### src/hw/rtl/vdi_pkg.sv
// Shared constants and types of the vertex dedup indexer.
// Used by vdi_cell and vertex_dedup_indexer; depends on nothing else.
package vdi_pkg;

  localparam int MAX_VERTICES = 1024;

  // The table is spread over a row of cells, each holding one bank of rows.
  localparam int NUM_CELLS = (MAX_VERTICES < 32) ? MAX_VERTICES : 32;
  localparam int ROWS      = (MAX_VERTICES + NUM_CELLS - 1) / NUM_CELLS;

  localparam int CELL_W = $clog2(NUM_CELLS);
  localparam int ROW_W  = (ROWS > 1) ? $clog2(ROWS) : 1;
  localparam int RCNT_W = $clog2(ROWS + 1);
  localparam int CNT_W  = $clog2(MAX_VERTICES + 1);
  localparam int IDX_W  = $clog2(MAX_VERTICES);
  localparam int VIDX_W = 10;

  typedef struct packed {
    logic signed [23:0] pos_x;
    logic signed [23:0] pos_y;
    logic signed [23:0] pos_z;
    logic [5:0]         tex_u;
    logic [5:0]         tex_v;
    logic [2:0]         face_code;
    logic [7:0]         texture_id;
  } vertex_t;

  // Search token that walks down the cell chain, one per table row.
  typedef struct packed {
    logic             valid;
    logic             found;
    logic [ROW_W-1:0] row;
    logic [IDX_W-1:0] base;
    logic [IDX_W-1:0] idx;
  } token_t;

  // Next free slot of the table: filled rows and cells used in the last row.
  typedef struct packed {
    logic [RCNT_W-1:0] row;
    logic [CELL_W-1:0] col;
  } fill_t;

  typedef struct packed {
    logic              en;
    logic [ROW_W-1:0]  row;
    logic [CELL_W-1:0] col;
    vertex_t           data;
  } wr_t;

endpackage

### src/hw/rtl/vdi_cell.sv
// One cell of the search chain: a bank of stored vertices and a two-stage compare.
// Depends on vdi_pkg.
module vdi_cell (
  input  logic                      clk,
  input  logic                      rst_n,
  input  logic [vdi_pkg::CELL_W-1:0] cell_id,
  input  vdi_pkg::vertex_t          key,
  input  vdi_pkg::fill_t            fill,
  input  vdi_pkg::wr_t              wr,
  input  vdi_pkg::token_t           tok_in,
  output vdi_pkg::token_t           tok_out
);
  import vdi_pkg::*;

  vertex_t mem [ROWS];
  vertex_t rd_data_r;
  token_t  a_tok_r;
  token_t  b_tok_r;
  token_t  b_tok_nxt;
  logic    slot_used;
  logic    hit;

  always_ff @(posedge clk) begin
    if (wr.en && (wr.col == cell_id)) begin
      mem[wr.row] <= wr.data;
    end
    rd_data_r <= mem[tok_in.row];
  end

  always_ff @(posedge clk) begin
    if (!rst_n) begin
      a_tok_r <= '0;
      b_tok_r <= '0;
    end else begin
      a_tok_r <= tok_in;
      b_tok_r <= b_tok_nxt;
    end
  end

  // Only slots below the fill position hold written vertices.
  always_comb begin
    slot_used = (RCNT_W'(a_tok_r.row) < fill.row) ||
                ((RCNT_W'(a_tok_r.row) == fill.row) && (cell_id < fill.col));
    hit       = slot_used && (rd_data_r == key);
    b_tok_nxt = a_tok_r;
    // An earlier cell of the same row already holds the lower index.
    if (!a_tok_r.found && hit) begin
      b_tok_nxt.found = 1'b1;
      b_tok_nxt.idx   = a_tok_r.base + IDX_W'(cell_id);
    end
  end

  assign tok_out = b_tok_r;

endmodule

### config.mk
export PLATFORM = sky130hd
export DESIGN_NAME = vdi_cell
export DESIGN_NICKNAME = d
export VERILOG_FILES = /design/src/hw/rtl/vdi_pkg.sv /design/src/hw/rtl/vdi_cell.sv
export SDC_FILE = /design/constraint.sdc
export NUM_CORES = 2
export LEC_CHECK = 0
export ABC_AREA = 1
export BUFFER_PORTS_ARGS = -buffer_cell sky130_fd_sc_hd__buf_2
export CAP_MARGIN = 20
export CORE_ASPECT_RATIO = 1.1
export CORE_MARGIN = 4
export CORE_UTILIZATION = 50
export DETAILED_ROUTE_END_ITERATION = 8
export MAX_ROUTING_LAYER = met4
export PLACE_DENSITY = 0.68
export SETUP_SLACK_MARGIN = 0.1
export SYNTH_ARGS = -nofsm -noshare
export SYNTH_HDL_FRONTEND = slang
export SYNTH_SLANG_ARGS = --single-unit
### constraint.sdc
create_clock -name clk -period 8.6 [get_ports clk]
set_input_delay 0.43 -clock clk [delete_from_list [all_inputs] [get_ports clk]]
set_output_delay 0.43 -clock clk [all_outputs]
set_load 0.02 [all_outputs]
==> impl_metrics.env <==
export IMPL_status="finished with violations"
export IMPL_violations="slew limit"
export IMPL_num_vias=82160
export IMPL_final_common_cell="edfxtp_1"
export IMPL_max_clock_freq_ghz=0.2506
export IMPL_yosysWarnings=0
export IMPL_root_buffer="clkbuf_16"
export IMPL_arrival_ns=4.54
export IMPL_fin_ws_ns=4.610
export IMPL_finalInstanceArea_um2=139400
export IMPL_dieArea_um2=256000
export IMPL_cts_tree="yes"
export IMPL_period_share=0.4640
export IMPL_synth_seq_area_share=0.7603
export IMPL_drt_wl_total_um=351300
export IMPL_multi_input_area_um2=26340
export IMPL_clock_latency_ns=0.96
export IMPL_nets=10020
export IMPL_cts_hold_buf=119
export IMPL_numPortBuffers=272
export IMPL_io_pin_count=273
export IMPL_fin_setup_tns_ns=0
export IMPL_maxCapViolCount=0
export IMPL_synth_fp_nets=9839
export IMPL_p_per_area_nw_per_um2=232.0
export IMPL_grt_pass1_vias=78550
export IMPL_drv_slew=48
export IMPL_ant_nets=0
export IMPL_post_place_ws_ns=4.079
export IMPL_worst_pin_slew_ns=1.522
export IMPL_syn2layout_area_growth_pct=12.43
export IMPL_post_dp_cell_area_um2=128200
export IMPL_synth_ff_type="edfxtp_1"
export IMPL_htreeDepth=5
export IMPL_rsz0062_at_grt="no"
export IMPL_wl_per_cell_um=26.41
export IMPL_routabilityCongestion=0.8083
export IMPL_core_region_area_um2=246400
export IMPL_hpwl_um=163800
export IMPL_drc=0
export IMPL_via_per_inst=6.178
export IMPL_fin_skew_ns=0.04927
export IMPL_startpoint_type="primary input"
export IMPL_antenna_found_initial=34
export IMPL_num_rows=191
export IMPL_grt_overflow_total=0
export IMPL_syn_area_um2=124000
export IMPL_fp_dieW_um=482.8
export IMPL_fin_util=0.5657
export IMPL_ir_worst_vdd_uv=186.5
export IMPL_clk_pin_slew_worst_paths_ns=0.06
export IMPL_hold_viol_final=0
export IMPL_grtUsageTotal=0.2763
export IMPL_synth_edf_count=3040
export IMPL_drt_pass1_iterations=9
export IMPL_async_flop_share=0
export IMPL_syn_inst=9578
export IMPL_cp_end_kind="flop"
export IMPL_clock_sinks=3189
export IMPL_slew_headroom=-0.01486
export IMPL_ys_ff_latch=3189
export IMPL_setup_viol=0
export IMPL_postCtsResizedCells=0
export IMPL_grt_max_degree=249
export IMPL_layout_common_cells="edfxtp_1 (3040), nor2_1 (1918), o21ai_0 (1640)"
export IMPL_cts_buffer_depth=4
export IMPL_drt_iter0_markers=10640
export IMPL_cp_required_ns=9.15
export IMPL_hold_class="primary input to flop"
export IMPL_layout_drive_gt1_share=0.08633
export IMPL_initial_core_util=0.5032
export IMPL_grt_first_pass_wirelength_um=513200
export IMPL_cts_buffers=330
export IMPL_fill_cells=19160
export IMPL_cts_setup_buffers=0
export IMPL_die_y_um=530.3
export IMPL_fin_crit_ns=3.990
export IMPL_power_leakage_uw=0.04589
export IMPL_path_class="primary input to flop"
export IMPL_avgSynthCellArea_um2=12.94
export IMPL_final_seq_area_um2=94270
export IMPL_cp_max_fo=39
export IMPL_post_synth_num_cell_types=31
[cells by family after synthesis]
family	Yosys count	share of synthesized area
AOI/OAI and AO/OA	2747	0.1213
and+or+nand+nor	2742	0.08460
DFF	3189	0.7603
buffers and inverters	843	0.02919
xor gates and xnor gates	42	0.002967
adders and majority gates	15	0.001574
[sequential cells by signal (all words and copies together), names as in the netlist]
register	cells
rd_data_r	95
mem	3040
tok_out	27
a_tok_r	27
[through the flow]
stage / hold slack, ns / power [µW] / cells
finish: 0.05901 / 32340 / 13300
global route: 0.04056 / 33300 / 13300
CTS: 0.01108 / 32470 / 13280
detailed placement: 0.4085 / 19170 / 12580
global placement: 0.4008 / 19130 / 12580
floorplan: 0.3905 / 18460 / 9578
[cells in the mapped netlist, types with 14 or more instances]
cell type | number | share of area
a21oi_1 | 20 | 0.00081
nand2_1 | 637 | 0.019
buf_4 | 44 | 0.0027
nand3_1 | 149 | 0.0060
nor2_1 | 1951 | 0.059
inv_1 | 179 | 0.0054
o22ai_1 | 817 | 0.041
xnor2_1 | 35 | 0.0025
o21ai_0 | 1640 | 0.066
dfxtp_1 | 149 | 0.024
buf_2 | 154 | 0.0062
clkbuf_1 | 413 | 0.013
edfxtp_1 | 3040 | 0.74
o221ai_1 | 66 | 0.0047
ha_1 | 14 | 0.0014
buf_1 | 36 | 0.0011
o21ai_1 | 192 | 0.0078
[where the power goes]
part           leakage, µW  internal (µW)  switching, µW
clock              0.00490           7730           5680
sequential          0.0286          17100           64.4
combinational       0.0124            504           1290
[worst max-delay path, stage by stage]
cell and delay (ns):
dlygate4sd3_1 0.54, buf_2 0.13, inv_1 0.12, o22ai_1 0.10, a21oi_1 0.12, nand4_1 0.40
nor2_1 0.40, nand3_1 0.37, nor2_4 0.19, buf_4 0.76, buf_4 0.85
[area by class of cell]
cell class,count,share of cell area
Sequential cell,3189,0.6763
Antenna cell,22,0.0003949
Multi-Input combinational cell,5546,0.1890
Clock buffer,440,0.06384
Timing Repair Buffer,504,0.02807
Inverter,183,0.005197
Tap cell,3281,0.02945
Clock inverter,135,0.007800
[layer usage]
layer,GRT usage,vias to the layer above,part of all wire
li1,-,35610,-
met1,0.3744,40900,0.39
met2,0.4282,4867,0.47
met3,0.04474,790,0.11
met4,0.09699,0,0.035
met5,-,-,0
[worst paths after layout]
| kind | from | endpoint | slack [ns] | depth (start not counted) |
|---|---|---|---|---|
| setup / recovery | cell_id[0] | mem[29][44] | 4.61 | 11 |
| setup reg to reg | a_tok_r[20] | tok_out[8] | 5.66 | 12 |
| hold reg to reg | a_tok_r[26] | tok_out[26] | 0.42 | 2 |
| hold / removal | wr[23] | mem[21][23] | 0.06 | 1 |
(Power assumes the default switching activity.)
